## src/hdl/bdq_pkg.sv

```systemverilog
`default_nettype none

package bdq_pkg;

  // Fixed field widths of the channels
  localparam int CMD_W  = 4;
  localparam int ARG_W  = 32;
  localparam int ELEM_W = 32;

  // Longest read-out run; later elements of a selection are not emitted
  localparam int RUN_CAP = 16;

  // Defaults for the top-level parameters
  localparam int DEPTH_DEF     = 16;
  localparam int WORD_BITS_DEF = 32;

  typedef enum logic [CMD_W-1:0] {
    CMD_ADD_FRONT  = 4'd0,
    CMD_ADD_BACK   = 4'd1,
    CMD_DROP_FRONT = 4'd2,
    CMD_DROP_BACK  = 4'd3,
    CMD_CLEAR      = 4'd4,
    CMD_DROP_VALUE = 4'd5,
    CMD_PRINT_ALL  = 4'd6,
    CMD_FIRST_N    = 4'd7,
    CMD_LAST_N     = 4'd8
  } cmd_t;

endpackage

`default_nettype wire

```

## src/hdl/bdq_channels.sv

```systemverilog
`default_nettype none

interface bdq_in_if;
  logic                                valid;
  logic                                ready;
  logic        [bdq_pkg::CMD_W-1:0]    cmd;
  logic signed [bdq_pkg::ARG_W-1:0]    argument;

  modport source (output valid, cmd, argument, input ready);
  modport sink   (input valid, cmd, argument, output ready);
endinterface

interface bdq_out_if;
  logic                                valid;
  logic                                ready;
  logic signed [bdq_pkg::ELEM_W-1:0]   element;
  logic                                has_element;
  logic                                last;

  modport source (output valid, element, has_element, last, input ready);
  modport sink   (input valid, element, has_element, last, output ready);
endinterface

`default_nettype wire

```

## src/hdl/bounded_deque_with_value_delete.sv

```systemverilog
// Bounded double-ended queue of signed words with delete-by-value.
// Channel req carries one command item (cmd, argument); channel rsp returns
// read-out items (element, has_element, last). Both use valid/ready.
// Add, drop-front, drop-back and clear finish in the cycle they are taken:
// req.ready is high again on the next cycle. Delete-by-value walks the queue
// from the front through the single memory port, reading and comparing each
// entry up to the first match, then moving each later entry one slot toward
// the front to close the gap and dropping the back slot; a miss leaves the
// queue as is. A read-out run addresses each element, then loads the
// registered read data into the output register, at most RUN_CAP elements;
// an empty read-out gives one marker item with has_element low and last high
// once the output register is free.
// req.ready is high only while the sequencer is idle; a finished item may
// still sit in the output register then. If rsp stalls during a run, the
// sequencer holds its place and the pending item stays on rsp.
// Synchronous reset empties the queue (fill and front position to zero) and
// drops any pending output item; the word store itself is not cleared and
// needs no clearing pass.
`default_nettype none

module bounded_deque_with_value_delete #(
  parameter int DEPTH     = bdq_pkg::DEPTH_DEF,
  parameter int WORD_BITS = bdq_pkg::WORD_BITS_DEF
) (
  input wire logic clk,
  input wire logic rst,
  bdq_in_if.sink   req,
  bdq_out_if.source rsp
);

  localparam int AW    = $clog2(DEPTH);
  localparam int CW    = $clog2(DEPTH+1);
  localparam int RW    = $clog2(bdq_pkg::RUN_CAP+1);
  localparam int EXT_W = (WORD_BITS > bdq_pkg::ARG_W) ? WORD_BITS : bdq_pkg::ARG_W;

  typedef enum logic [6:0] {
    ST_IDLE     = 7'b0000001,
    ST_SCAN_RD  = 7'b0000010,
    ST_SCAN_CMP = 7'b0000100,
    ST_SHIFT_RD = 7'b0001000,
    ST_SHIFT_WR = 7'b0010000,
    ST_EMIT_RD  = 7'b0100000,
    ST_EMIT_WR  = 7'b1000000
  } state_t;

  state_t               state;
  logic [AW-1:0]        front;
  logic [CW-1:0]        fill;
  logic [AW-1:0]        pos;
  logic [RW-1:0]        rem;
  logic                 marker;
  logic [WORD_BITS-1:0] key;

  logic [WORD_BITS-1:0] mem [DEPTH];
  logic [WORD_BITS-1:0] rd_data;

  logic                 accept;
  logic                 full;
  logic                 out_free;
  logic [AW-1:0]        front_inc;
  logic [AW-1:0]        front_dec;
  logic [AW-1:0]        addr_off;
  logic [AW-1:0]        addr;
  logic [AW-1:0]        wr_addr;
  logic [WORD_BITS-1:0] wr_data;
  logic                 wr_en;
  logic                 rd_en;
  logic [WORD_BITS-1:0] arg_word;
  logic [EXT_W-1:0]     arg_ext;
  logic [EXT_W-1:0]     rd_ext;

  logic [AW-1:0]        span_start;
  logic [RW-1:0]        span_count;
  logic                 span_empty;

  // Position of an offset from the front, wrapped around the store
  function automatic logic [AW-1:0] wrap_add(input logic [AW-1:0] a,
                                             input logic [AW-1:0] b);
    logic [AW:0] s;
    s = {1'b0, a} + {1'b0, b};
    if (s >= (AW+1)'(DEPTH)) s = s - (AW+1)'(DEPTH);
    return s[AW-1:0];
  endfunction

  bdq_span #(
    .DEPTH (DEPTH)
  ) u_span (
    .cmd   (req.cmd),
    .n     (req.argument),
    .fill  (fill),
    .start (span_start),
    .count (span_count),
    .empty (span_empty)
  );

  assign req.ready = (state == ST_IDLE);
  assign accept    = req.valid && req.ready;
  assign full      = (fill == CW'(DEPTH));
  assign out_free  = !rsp.valid || rsp.ready;

  // Narrow the argument to the stored word; widen read data for output
  assign arg_ext  = EXT_W'(req.argument);
  assign arg_word = arg_ext[WORD_BITS-1:0];
  assign rd_ext   = EXT_W'($signed(rd_data));

  assign front_inc = (front == AW'(DEPTH-1)) ? '0 : front + AW'(1);
  assign front_dec = (front == '0) ? AW'(DEPTH-1) : front - AW'(1);

  // Shared address adder: back slot when idle, next entry while reading for a shift, current entry otherwise
  always_comb begin
    case (state)
      ST_IDLE:     addr_off = fill[AW-1:0];
      ST_SHIFT_RD: addr_off = pos + AW'(1);
      default:     addr_off = pos;
    endcase
  end
  assign addr = wrap_add(front, addr_off);

  // Memory port control
  always_comb begin
    wr_en   = 1'b0;
    wr_addr = addr;
    wr_data = rd_data;
    if (state == ST_SHIFT_WR) begin
      wr_en = 1'b1;
    end else if (accept && !full) begin
      if (req.cmd == bdq_pkg::CMD_ADD_FRONT) begin
        wr_en   = 1'b1;
        wr_addr = front_dec;
        wr_data = arg_word;
      end else if (req.cmd == bdq_pkg::CMD_ADD_BACK) begin
        wr_en   = 1'b1;
        wr_data = arg_word;
      end
    end
  end
  assign rd_en = state inside {ST_SCAN_RD, ST_SHIFT_RD, ST_EMIT_RD};

  // Word store with registered read
  always_ff @(posedge clk) begin
    if (wr_en) mem[wr_addr] <= wr_data;
    if (rd_en) rd_data <= mem[addr];
  end

  // Sequencer
  always_ff @(posedge clk) begin
    if (rst) begin
      state     <= ST_IDLE;
      front     <= '0;
      fill      <= '0;
      pos       <= '0;
      rem       <= '0;
      marker    <= 1'b0;
      rsp.valid <= 1'b0;
    end else begin
      // Drop the taken item unless a new one is loaded below
      if (rsp.ready && !((state == ST_EMIT_WR) && out_free)) rsp.valid <= 1'b0;
      case (state)
        ST_IDLE: begin
          if (accept) begin
            case (req.cmd)
              bdq_pkg::CMD_ADD_FRONT: begin
                if (!full) begin
                  front <= front_dec;
                  fill  <= fill + CW'(1);
                end
              end
              bdq_pkg::CMD_ADD_BACK: begin
                if (!full) fill <= fill + CW'(1);
              end
              bdq_pkg::CMD_DROP_FRONT: begin
                if (fill != '0) begin
                  front <= front_inc;
                  fill  <= fill - CW'(1);
                end
              end
              bdq_pkg::CMD_DROP_BACK: begin
                if (fill != '0) fill <= fill - CW'(1);
              end
              bdq_pkg::CMD_CLEAR: begin
                fill <= '0;
              end
              bdq_pkg::CMD_DROP_VALUE: begin
                key <= arg_word;
                pos <= '0;
                if (fill != '0) state <= ST_SCAN_RD;
              end
              bdq_pkg::CMD_PRINT_ALL, bdq_pkg::CMD_FIRST_N, bdq_pkg::CMD_LAST_N: begin
                pos    <= span_start;
                rem    <= span_count;
                marker <= span_empty;
                state  <= span_empty ? ST_EMIT_WR : ST_EMIT_RD;
              end
              default: begin
              end
            endcase
          end
        end
        ST_SCAN_RD: begin
          state <= ST_SCAN_CMP;
        end
        ST_SCAN_CMP: begin
          // Stop at the first match, or give up at the back end
          if (rd_data == key) begin
            state <= ST_SHIFT_RD;
          end else if (CW'(pos) + CW'(1) == fill) begin
            state <= ST_IDLE;
          end else begin
            pos   <= pos + AW'(1);
            state <= ST_SCAN_RD;
          end
        end
        ST_SHIFT_RD: begin
          // Close the gap one entry at a time, then drop the back slot
          if (CW'(pos) + CW'(1) >= fill) begin
            fill  <= fill - CW'(1);
            state <= ST_IDLE;
          end else begin
            state <= ST_SHIFT_WR;
          end
        end
        ST_SHIFT_WR: begin
          pos   <= pos + AW'(1);
          state <= ST_SHIFT_RD;
        end
        ST_EMIT_RD: begin
          state <= ST_EMIT_WR;
        end
        ST_EMIT_WR: begin
          // Load the output register once it is free
          if (out_free) begin
            rsp.valid       <= 1'b1;
            rsp.element     <= marker ? '0 : rd_ext[bdq_pkg::ELEM_W-1:0];
            rsp.has_element <= !marker;
            rsp.last        <= marker || (rem == RW'(1));
            if (marker || (rem == RW'(1))) begin
              state <= ST_IDLE;
            end else begin
              rem   <= rem - RW'(1);
              pos   <= pos + AW'(1);
              state <= ST_EMIT_RD;
            end
          end
        end
        default: begin
          state <= ST_IDLE;
        end
      endcase
    end
  end

  // Fill never passes the capacity
  assert property (@(posedge clk) disable iff (rst) fill <= CW'(DEPTH))
    else $error("fill count above capacity");

  // Fill moves by at most one per cycle, except for a clear
  assert property (@(posedge clk) disable iff (rst)
    !$past(rst) |-> (fill == $past(fill)) || (fill == $past(fill) + CW'(1)) ||
                    (fill == $past(fill) - CW'(1)) || (fill == '0))
    else $error("fill count jumped");

  // A run in progress always has elements left to emit
  assert property (@(posedge clk) disable iff (rst)
    (state == ST_EMIT_WR) || (state == ST_EMIT_RD) |-> marker || (rem != '0))
    else $error("read-out run with no elements left");

  // Printing a non-empty queue never yields the empty marker
  assert property (@(posedge clk) disable iff (rst)
    accept && (req.cmd == bdq_pkg::CMD_PRINT_ALL) && (fill != '0) |=> !marker)
    else $error("marker emitted for non-empty queue");

endmodule

`default_nettype wire

```

## src/hdl/bdq_span.sv

```systemverilog
`default_nettype none

// Work out which stretch of the queue a read-out command covers:
// offset of its first element from the front and its capped length.
module bdq_span #(
  parameter int DEPTH = bdq_pkg::DEPTH_DEF
) (
  input  wire logic        [bdq_pkg::CMD_W-1:0]                cmd,
  input  wire logic signed [bdq_pkg::ARG_W-1:0]                n,
  input  wire logic        [$clog2(DEPTH+1)-1:0]               fill,
  output      logic        [$clog2(DEPTH)-1:0]                 start,
  output      logic        [$clog2(bdq_pkg::RUN_CAP+1)-1:0]    count,
  output      logic                                            empty
);

  localparam int AW = $clog2(DEPTH);
  localparam int CW = $clog2(DEPTH+1);
  localparam int RW = $clog2(bdq_pkg::RUN_CAP+1);
  localparam int MW = (CW > RW) ? CW : RW;

  logic          n_none;
  logic          n_below;
  logic [CW-1:0] full_cnt;
  logic [CW-1:0] first_ofs;

  // Classify the requested count against the fill
  assign n_none  = n[bdq_pkg::ARG_W-1] || (n == '0);
  assign n_below = !n[bdq_pkg::ARG_W-1] &&
                   ($unsigned(n) < bdq_pkg::ARG_W'(fill));

  // Select the length before the run cap
  always_comb begin
    full_cnt  = fill;
    first_ofs = '0;
    case (cmd)
      bdq_pkg::CMD_FIRST_N: begin
        if (n_none) full_cnt = '0;
        else if (n_below) full_cnt = n[CW-1:0];
        else full_cnt = fill;
      end
      bdq_pkg::CMD_LAST_N: begin
        if (n_none || !n_below) full_cnt = fill;
        else full_cnt = n[CW-1:0];
        first_ofs = fill - full_cnt;
      end
      default: begin
        full_cnt  = fill;
        first_ofs = '0;
      end
    endcase
  end

  // Keep the front-most elements when the run is too long
  assign start = first_ofs[AW-1:0];
  assign empty = (full_cnt == '0);
  assign count = (MW'(full_cnt) > MW'(bdq_pkg::RUN_CAP)) ? RW'(bdq_pkg::RUN_CAP)
                                                         : RW'(full_cnt);

endmodule

`default_nettype wire
```

## src/flat_wrapper.sv

```systemverilog
// flat-port wrapper written by rule: the top's interface ports become plain ports
module bounded_deque_with_value_delete_flat 
#(
  parameter int DEPTH     = bdq_pkg::DEPTH_DEF,
  parameter int WORD_BITS = bdq_pkg::WORD_BITS_DEF
)
  (clk, rst, req_valid, req_cmd, req_argument, req_ready, rsp_valid, rsp_element, rsp_has_element, rsp_last, rsp_ready);
  bdq_in_if req_i ();
  bdq_out_if rsp_i ();
  input wire logic clk;
  input wire logic rst;
  input wire logic [$bits(req_i.valid)-1:0] req_valid;
  input wire logic [$bits(req_i.cmd)-1:0] req_cmd;
  input wire logic [$bits(req_i.argument)-1:0] req_argument;
  output wire logic [$bits(req_i.ready)-1:0] req_ready;
  output wire logic [$bits(rsp_i.valid)-1:0] rsp_valid;
  output wire logic [$bits(rsp_i.element)-1:0] rsp_element;
  output wire logic [$bits(rsp_i.has_element)-1:0] rsp_has_element;
  output wire logic [$bits(rsp_i.last)-1:0] rsp_last;
  input wire logic [$bits(rsp_i.ready)-1:0] rsp_ready;
  assign req_i.valid = req_valid;
  assign req_i.cmd = req_cmd;
  assign req_i.argument = req_argument;
  assign req_ready = req_i.ready;
  assign rsp_valid = rsp_i.valid;
  assign rsp_element = rsp_i.element;
  assign rsp_has_element = rsp_i.has_element;
  assign rsp_last = rsp_i.last;
  assign rsp_i.ready = rsp_ready;
  bounded_deque_with_value_delete #(.DEPTH(DEPTH), .WORD_BITS(WORD_BITS)) u_core (.clk(clk), .rst(rst), .req(req_i), .rsp(rsp_i));
endmodule
```

## config.mk

```make
export PLATFORM = sky130hd
export DESIGN_NAME = bounded_deque_with_value_delete_flat
export DESIGN_NICKNAME = d
export VERILOG_FILES = /design/src/hdl/bdq_pkg.sv /design/src/hdl/bdq_channels.sv /design/src/hdl/bounded_deque_with_value_delete.sv /design/src/hdl/bdq_span.sv /design/src/flat_wrapper.sv
export SDC_FILE = /design/constraint.sdc
export NUM_CORES = 1
export LEC_CHECK = 0
export BUFFER_PORTS_ARGS = -buffer_cell sky130_fd_sc_hd__buf_4
export CAP_MARGIN = 20
export CORE_UTILIZATION = 42
export DETAILED_ROUTE_END_ITERATION = 12
export HOLD_SLACK_MARGIN = 0.02
export SLEW_MARGIN = 40
export SYNTH_ARGS = -nofsm -noshare
export SYNTH_HDL_FRONTEND = slang
export SYNTH_SLANG_ARGS = --single-unit
```

## constraint.sdc

```tcl
create_clock -name clk -period 7.9 [get_ports clk]
set_input_delay 1.185 -clock clk [delete_from_list [all_inputs] [get_ports clk]]
set_output_delay 1.185 -clock clk [all_outputs]
set_load 0.02 [all_outputs]
```

# Word-level counts from Yosys, hierarchy flattened
# Memories as Yosys holds them, arrays and structs flattened. A register that Yosys moved wholly into a read port is not among the register bits.
# Index checks and enable logic that the tools add are counted.
# word_totals
reg_bits,93
ram_bits,512
in_bits,40
output_inout_bits,36
mem_count,1
# classes
addsub,10
magnitude_cmp,4
eq_ne,34
muxes,58
bitwise,1
reduce_logical,36
# memory_table
name,depth,width,read_ports,rd_clocked_by_memory_dff,write_ports,line_no,source
u_core.mem,16,32,1,1,1,bounded_deque_with_value_delete.sv:54,logic [WORD_BITS-1:0] mem [DEPTH];
# ops
cell,n
two-way mux 32 bit,4
two-way mux 5 bit,14
two-way mux 4 bit,14
case mux 7 bit (7 select lines),1
two-way mux 7 bit,5
== test 32 bit,1
zero test 32 bit,1
less-than comparator 32 x 5 -> 1 bit,1
case mux 5 bit (2 select lines),3
case mux 4 bit (2 select lines),3
== test 4 x 3 -> 1 bit (second input constant),4
case mux 4 bit (4 select lines),1
case mux 5 bit (3 select lines),1
inequality test 2 bit (second input constant),7
case mux 7 bit (2 select lines),1
inequality test 3 bit (second input constant),4
AND reduction 5 bit,2
subtractor 5 x 1 -> 5 bit (second input constant),2
two-way mux 1 bit,9
adder 4 x 1 -> 4 bit (second input constant),2
== test 4 x 2 -> 1 bit (second input constant),2
== test 4 bit (second input constant),2
zero test 4 bit,2
AND reduction 4 bit,2
37 further kinds,55

# Depth between registers and ports, before layout
# Gate-level depths: netlist (run 1).
# logic_depth
depth_word,12
mapped_depth,15
depth_no_buf,14

# By module
# From an unflattened synthesis (run 1), not the netlist that was laid out.
# hier_totals
hier_cells,1438
area_unflattened_um2,26539.2
# by_module_without_submodules
mod,n_inst,cells_per_inst,area_per_inst_um2,seq_area_each_um2
bounded_deque_with_value_delete,1,1352,25936.1,18858.1
bdq_span,1,86,603.1,0.0

# Least setup slack after synthesis (run 1)
# No wires, ideal clock.
# synth_timing
path_type,register to register
start,reg u_core.state[0]
end,mem u_core.mem[11][0] (netlist name) (enable)
arrival_ps,5703
required_ps,7439
slack_ps,1736
path_stages_with_launch,12
n_path_buf,3
synth_period_minus_slack_ps,6164
cell_sequence,dfxtp_1 -> or4_1 -> buf_2 -> nor3_4 -> nor2_2 -> a221o_1 -> ha_1 -> buf_1 -> buf_1 -> o21ai_0 -> or2_2 -> nor3_1
# synth_between
elab_chain_cells,8
# synth_lines
element,line_no,source
from (decl),bounded_deque_with_value_delete.sv:46,state_t state;
from (signal assigned),bounded_deque_with_value_delete.sv:192,state <= span_empty ? ST_EMIT_WR : ST_EMIT_RD;
== test 7 x 4 -> 1 bit or == test 7 x 1 -> 1 bit (tied branches),"bounded_deque_with_value_delete.sv:111, bounded_deque_with_value_delete.sv:96",
case mux 4 bit (2 select lines),bounded_deque_with_value_delete.sv:111,case (state)
adder 4 x 4 -> 5 bit,bounded_deque_with_value_delete.sv:80,"s = {1'b0, a} + {1'b0, b};"
subtractor 4 x 1 -> 4 bit or >= comparator 5 bit (tied branches),bounded_deque_with_value_delete.sv:81,if (s >= (AW+1)'(DEPTH)) s = s - (AW+1)'(DEPTH);
two-way mux 4 bit,bounded_deque_with_value_delete.sv:81,
two-way mux 4 bit,bounded_deque_with_value_delete.sv:127,if (req.cmd == bdq_pkg::CMD_ADD_FRONT) begin
two-way mux 4 bit,bounded_deque_with_value_delete.sv:126,end else if (accept && !full) begin
two-way mux 4 bit,bounded_deque_with_value_delete.sv:124,if (state == ST_SHIFT_WR) begin
to (decl),bounded_deque_with_value_delete.sv:54,
# Several ways; a longest one is shown, not always the timed one.

# Worst setup path after layout (run 1)
# layout_timing
start,reg u_core.state[0]
end,mem u_core.mem[3][7] (netlist name) (enable)
# Same word-level chain as after synthesis.

==> results.json, run 1 <==
{
  "grt_pass1_vias": 13695,
  "pin_count": 76,
  "grt_max_degree": 65,
  "core_area_sq_mm": 0.0607,
  "via_per_inst": 5.81,
  "grt_overflow_total": 0,
  "finalSetupTns_ps": 0,
  "drv_cap": 0,
  "synth-adder-area-share_pct": 1.31,
  "synthToLayoutAreaGrowth_pct": 15.8,
  "leakagePower_nw": 9.71,
  "syn-num-nets": 1447,
  "hold_buffers": 0,
  "htree_num_levels": 3,
  "netlist_instances": 1381,
  "antenna_found_initial": 1,
  "synth_area_leaders": "edfxtp_1, mux4_2, dfxtp_1",
  "syn_area_sq_mm": 0.0260,
  "drtAntennaViolNets": 0,
  "fmax_ghz": 0.197,
  "worst_pin_slew_ps": 800,
  "cts_made_buffers": 68,
  "critPathKind": "reg -> reg",
  "status": "complete, no violations",
  "dpl.hpwl_mm": 37.7,
  "drive_gt1_share_pct": 27.5,
  "worst-endpoint-arrival_ps": 5330,
  "clk_path_buf_depth": 3,
  "skew_ps": 27.0,
  "report.final.slew_viol_count": 0,
  "end_kind": "flip-flop",
  "critPathRequiredTime_ps": 8140,
  "routed_wl_mm": 64.0,
  "synthSimpleGateAreaFrac_pct": 6.15,
  "cts.repair.resized": 0,
  "rsz0062_at_grt": "false",
  "r2r_start": "u_core.state[0]$_SDFFE_PP1P_",
  "gp_congestion": 0.847,
  "hold_violations": 0,
  "critical_path.max_fanout": 33,
  "synthArstFlopShare_pct": 0,
  "maxSlewHeadroom_pct": 46.7,
  "min_period_ps": 5080,
  "period_share_pct": 64.3,
  "cts_tree": "done",
  "r2r_cells": 13,
  "cts_setup_buffers": 0,
  "num_vias": 13606,
  "fp.dieW_microns": 251,
  "synth_largest_area_cell": "edfxtp_1",
  "avgSynthCellArea_sq_um": 18.8,
  "fin_nets": 1576,
  "drt_pre_antenna_iters": 5,
  "netlist.area_leader.share_pct": 70.5,
  "finalSetupViolCount": 0,
  "num_rows": 90,
  "fp.dieH_microns": 251,
  "min_path_cells": 2,
  "regToRegEndpoint": "u_core.mem[3][7]$_DFFE_PP_",
  "num_antenna_cells": 0,
  "wl_per_cell_microns": 27.3,
  "clock-sinks": 637,
  "ir_drop_v": 0.000257,
  "synth_most_common_cell": "edfxtp_1",
  "p_per_area_mw_per_mm2": 300,
  "clk_pin_slew_ps": 60,
  "synth-edff-count": 610,
  "cts_root_buf": "clkbuf_16",
  "cp-start-kind": "flip-flop",
  "drtIter0Drc": 1420,
  "drc": 0,
  "muxShareOfSynthArea_pct": 14.6,
  "synthTopCellsByCount": "edfxtp_1, mux4_2, nand2_1",
  "synth-compound-area-share_pct": 2.66,
  "ys_types": 77,
  "hold_start": "u_core.rem[4]$_SDFFE_PP0P_",
  "start_util_pct": 42.8,
  "ys_seq_area_share_pct": 72.6,
  "io_buffer_count": 75,
  "die_area_sq_mm": 0.0629,
  "grt_util_all_layers_pct": 20.8,
  "clkLatencyLatePin_ps": 600,
  "grt_pass1_wl_mm": 94.0,
  "synth_seq_cells": 637,
  "whs_ps": 497,
  "reg2reg_slack_ps": 2820,
  "hold_class": "reg -> reg",
  "holdPathEnd": "u_core.rem[4]$_SDFFE_PP0P_",
  "crit_path_start": "u_core.state[0]$_SDFFE_PP1P_",
  "synth-main-ff-cell": "edfxtp_1",
  "synth_top_family_by_area": "multiplexers",
  "yosys_warnings": 0,
  "synth_xor_area_share_pct": 1.44,
  "nFillCells": 4934
}
[worst max-delay path: stages, from the launching register on]
cell,delay (ps)
dfxtp_1,320
or4_1,700
nor3_4,310
nor2_2,90
a221o_1,350
ha_4,190
fa_4,480
xnor2_2,190
buf_6,530
nor2b_1,210
a31oi_1,80
or2_2,390
nor3_2,390
buf_4,470
[cells by family (layout without fill, tap and decap cells)]
logic type,Yosys count,in the layout
AOI/OAI and AO/OA,104,104
xor gates and xnor gates,42,42
adders and majority gates,26,26
buffers and inverters,80,260
DFF,637,637
muxes,176,176
and+or+nand+nor,316,316
[metrics by stage]
stage                     total power [W]  area, sq um  util, %  worst slack [ps]  std cells
after global routing              0.00937        30100     49.6              2560       2343
after CTS                         0.00911        30100     49.5              2800       2342
after global placement            0.00585        27700     45.7              2310       2218
after detailed placement          0.00592        27800     45.8              2820       2221
final                             0.00903        30100     49.6              2820       2343
after floorplan                   0.00542        26000        -              1740       1381
[worst max-delay path by stage]
stage,end,slack [ps]
after CTS,u_core.mem[3][7]$_DFFE_PP_,2800
after detailed placement,u_core.rd_data[0]$_DFFE_PP_,2820
after floorplan,u_core.mem[11][0]$_DFFE_PP_,1740
after global placement,u_core.rd_data[0]$_DFFE_PP_,2310
final,u_core.mem[3][7]$_DFFE_PP_,2820
after global routing,u_core.mem[3][7]$_DFFE_PP_,2560
[state kept, by name, summed over array words and instances, names as in the netlist]
name,flops
u_core.state,7
u_core.key,32
u_core.rd_data,32
u_core.mem,512
u_core.rem,5
u_core.rsp.has_element,1
u_core.pos,4
u_core.rsp.last,1
u_core.rsp.valid,1
u_core.fill,5
u_core.marker,1
u_core.rsp.element,32
u_core.front,4
[cells in the final DEF (no fill, tap or decap), types with 9 or more instances in the layout]
| master | Yosys | routed |
|---|---|---|
| clkinv_2 | 0 | 10 |
| buf_4 | 0 | 111 |
| nor3_2 | 1 | 17 |
| o21ai_0 | 23 | 23 |
| mux4_2 | 158 | 158 |
| xor2_1 | 36 | 36 |
| nor2b_1 | 34 | 34 |
| dfxtp_1 | 27 | 26 |
| clkbuf_1 | 48 | 10 |
| inv_1 | 19 | 19 |
| nor3_1 | 25 | 9 |
| clkbuf_16 | 0 | 70 |
| nor4_1 | 19 | 16 |
| clkinv_1 | 1 | 13 |
| nand2_1 | 128 | 128 |
| ha_1 | 24 | 23 |
| nand3_1 | 13 | 13 |
| nand4_1 | 14 | 14 |
| a21oi_1 | 30 | 27 |
| nor2_1 | 34 | 32 |
| edfxtp_1 | 610 | 610 |
| mux2i_1 | 9 | 9 |
[metal layers]
layer | global-route usage [%] | wire length (microns) | vias to the layer above
met4 | 5.85 | 1190 | 0
met2 | 32.7 | 30200 | 510
met5 | 0 | 0 | -
li1 | - | - | 5854
met3 | 4.11 | 4450 | 79
met1 | 29.8 | 28100 | 7163
[where the power goes]
part / total, W / internal (W) / switching (W)
clock network: 0.00320 / 0.00189 / 0.00131
registers: 0.00389 / 0.00384 / 0.0000481
logic: 0.00194 / 0.000980 / 0.000958
total: 0.00903 / 0.00671 / 0.00231
[area by class of cell]
class | count | area, sq um | area share, %
well taps | 782 | 978 | 3.25
repair buffers | 119 | 973 | 3.23
clock buffers | 80 | 1790 | 5.94
multi-input cells | 664 | 6980 | 23.2
inverters | 20 | 75.1 | 0.249
flip-flops and latches | 637 | 18900 | 62.7
clock inverters | 41 | 447 | 1.48
Note: power is estimated with default switching activity, not from simulation.
==> run 2, diff against run 1 <==
==> constraint.sdc (replaced) <==
create_clock -name clk -period 4.85 [get_ports clk]
set_input_delay 0.7275 -clock clk [delete_from_list [all_inputs] [get_ports clk]]
set_output_delay 0.7275 -clock clk [all_outputs]
set_load 0.02 [all_outputs]
==> results.json, run 2 (same netlist as run 1, synthesis figures left out) <==
{
  "end_kind": "flip-flop",
  "drv_cap": 0,
  "grt_util_all_layers_pct": 21.1,
  "wl_per_cell_microns": 27.5,
  "grt_pass1_vias": 13854,
  "die_area_sq_mm": 0.0629,
  "drtAntennaViolNets": 0,
  "gp_congestion": 0.878,
  "leakagePower_nw": 9.88,
  "grt_overflow_total": 0,
  "cts.repair.resized": 0,
  "period_share_pct": 90.9,
  "fin_nets": 1594,
  "via_per_inst": 5.83,
  "p_per_area_mw_per_mm2": 483,
  "top_register": "u_core.mem",
  "cts_setup_buffers": 0,
  "mostFrequentLayoutCell": "edfxtp_1",
  "num_antenna_cells": 0,
  "routed_wl_mm": 65.0,
  "hold_violations": 0,
  "min_period_ps": 4410,
  "cts_tree": "done",
  "finalSetupTns_ps": 0,
  "fp.dieW_microns": 251,
  "cp-start-kind": "flip-flop",
  "drc": 0,
  "pin_count": 76,
  "status": "complete, no violations",
  "drive_gt1_share_pct": 27.7,
  "drt_pre_antenna_iters": 7,
  "worst-endpoint-arrival_ps": 4750,
  "worst_pin_slew_ps": 790,
  "grt_max_degree": 61,
  "rsz0062_at_grt": "false",
  "critical_path.max_fanout": 60,
  "synthToLayoutAreaGrowth_pct": 16.9,
  "htree_num_levels": 3,
  "final_cell_mix": "edfxtp_1, mux4_2, nand2_1",
  "num_rows": 90,
  "ir_drop_v": 0.000346,
  "finish.utilization_pct": 50.0,
  "clk_pin_slew_ps": 60,
  "critPathRequiredTime_ps": 5190,
  "grt_pass1_wl_mm": 95.5,
  "whs_ps": 324,
  "fp.dieH_microns": 251,
  "critPathKind": "reg -> reg",
  "cts_root_buf": "clkbuf_16",
  "drtIter0Drc": 1471,
  "largest_reg_flops": 512,
  "maxSlewHeadroom_pct": 46.9,
  "core_area_sq_mm": 0.0607,
  "start_util_pct": 42.8,
  "hold_class": "in -> reg",
  "hold_buffers": 0,
  "dpl.hpwl_mm": 38.6,
  "num_vias": 13778,
  "clk_path_buf_depth": 3,
  "report.final.slew_viol_count": 0,
  "io_buffer_count": 75,
  "antenna_found_initial": 2,
  "finalSetupViolCount": 0,
  "fmax_ghz": 0.227,
  "cts_made_buffers": 69,
  "clkLatencyLatePin_ps": 610,
  "skew_ps": 30.8,
  "clock-sinks": 637
}
## run 2: cell types whose count changed in the layout (fill, tap and decap cells not counted), moves of 2 or more
cell,previous run,this run
a21oi_2,2,0
buf_6,4,1
inv_6,5,1
clkbuf_16,70,73
clkinv_1,13,18
bufinv_16,8,3
nor3_2,17,3
buf_12,2,16
nor3_4,1,15
nor4_1,16,18
clkbuf_1,10,14
buf_4,111,118
nor4_2,4,2
## run 2: cell type report
type | count | area, sq um
fill | 4892 | 30300
sequential | 637 | 18900
multi-input combinational | 664 | 7060
clock buffer | 87 | 1880
timing repair buffer | 136 | 1240
tap | 782 | 978
clock inverter | 38 | 284
inverter | 20 | 75.1
## run 2: where the power goes
part	total, W	leakage, nW	switching [W]	internal, W
Combinational	0.00332	3.12	0.00167	0.00166
Sequential	0.00631	5.71	0.0000594	0.00625
Clock	0.00504	1.05	0.00212	0.00291
Total	0.0147	9.88	0.00385	0.0108
## run 2: final timing paths
| check | from | slack [ps] | cells past startpoint | endpoint |
|---|---|---|---|---|
| hold / removal | req_argument[7] | 320 | 1 | u_core.key[7]$_DFFE_PP_ |
| hold reg to reg | u_core.rem[4]$_SDFFE_PP0P_ | 490 | 2 | u_core.rem[4]$_SDFFE_PP0P_ |
| setup / recovery | u_core.state[0]$_SDFFE_PP1P_ | 440 | 9 | u_core.rd_data[0]$_DFFE_PP_ |
| setup reg to reg | u_core.state[0]$_SDFFE_PP1P_ | 440 | 9 | u_core.rd_data[0]$_DFFE_PP_ |
## run 2: through the flow
| stage | setup WS, ps | cell area (sq um) | total power, W | instances |
|---|---|---|---|---|
| 3_5_place_dp | 459 | 28200 | 0.00980 | 2239 |
| 2_1_floorplan | -929 | 26100 | 0.00886 | 1381 |
| 4_1_cts | 455 | 30400 | 0.0148 | 2364 |
| 5_1_grt | 263 | 30400 | 0.0152 | 2364 |
| 3_3_place_gp | 549 | 28200 | 0.00975 | 2238 |
| 6_report | 441 | 30400 | 0.0147 | 2364 |
## run 2: per-layer routing
layer | track usage, % | vias up | part of all wire, %
li1 | - | 5912 | -
met1 | 29.9 | 7242 | 43
met2 | 33.5 | 518 | 48
met3 | 3.61 | 104 | 6.6
met4 | 6.77 | 2 | 2.3
met5 | 0 | - | 0.014
## run 2: worst max-delay path: stages, from the launching register on
cell and delay (ps):
dfxtp_1 320, or4_1 710, nor3_4 300, nor2_2 100, a221o_1 350, ha_4 190
fa_4 890, buf_12 350, mux4_2 370, mux4_1 510
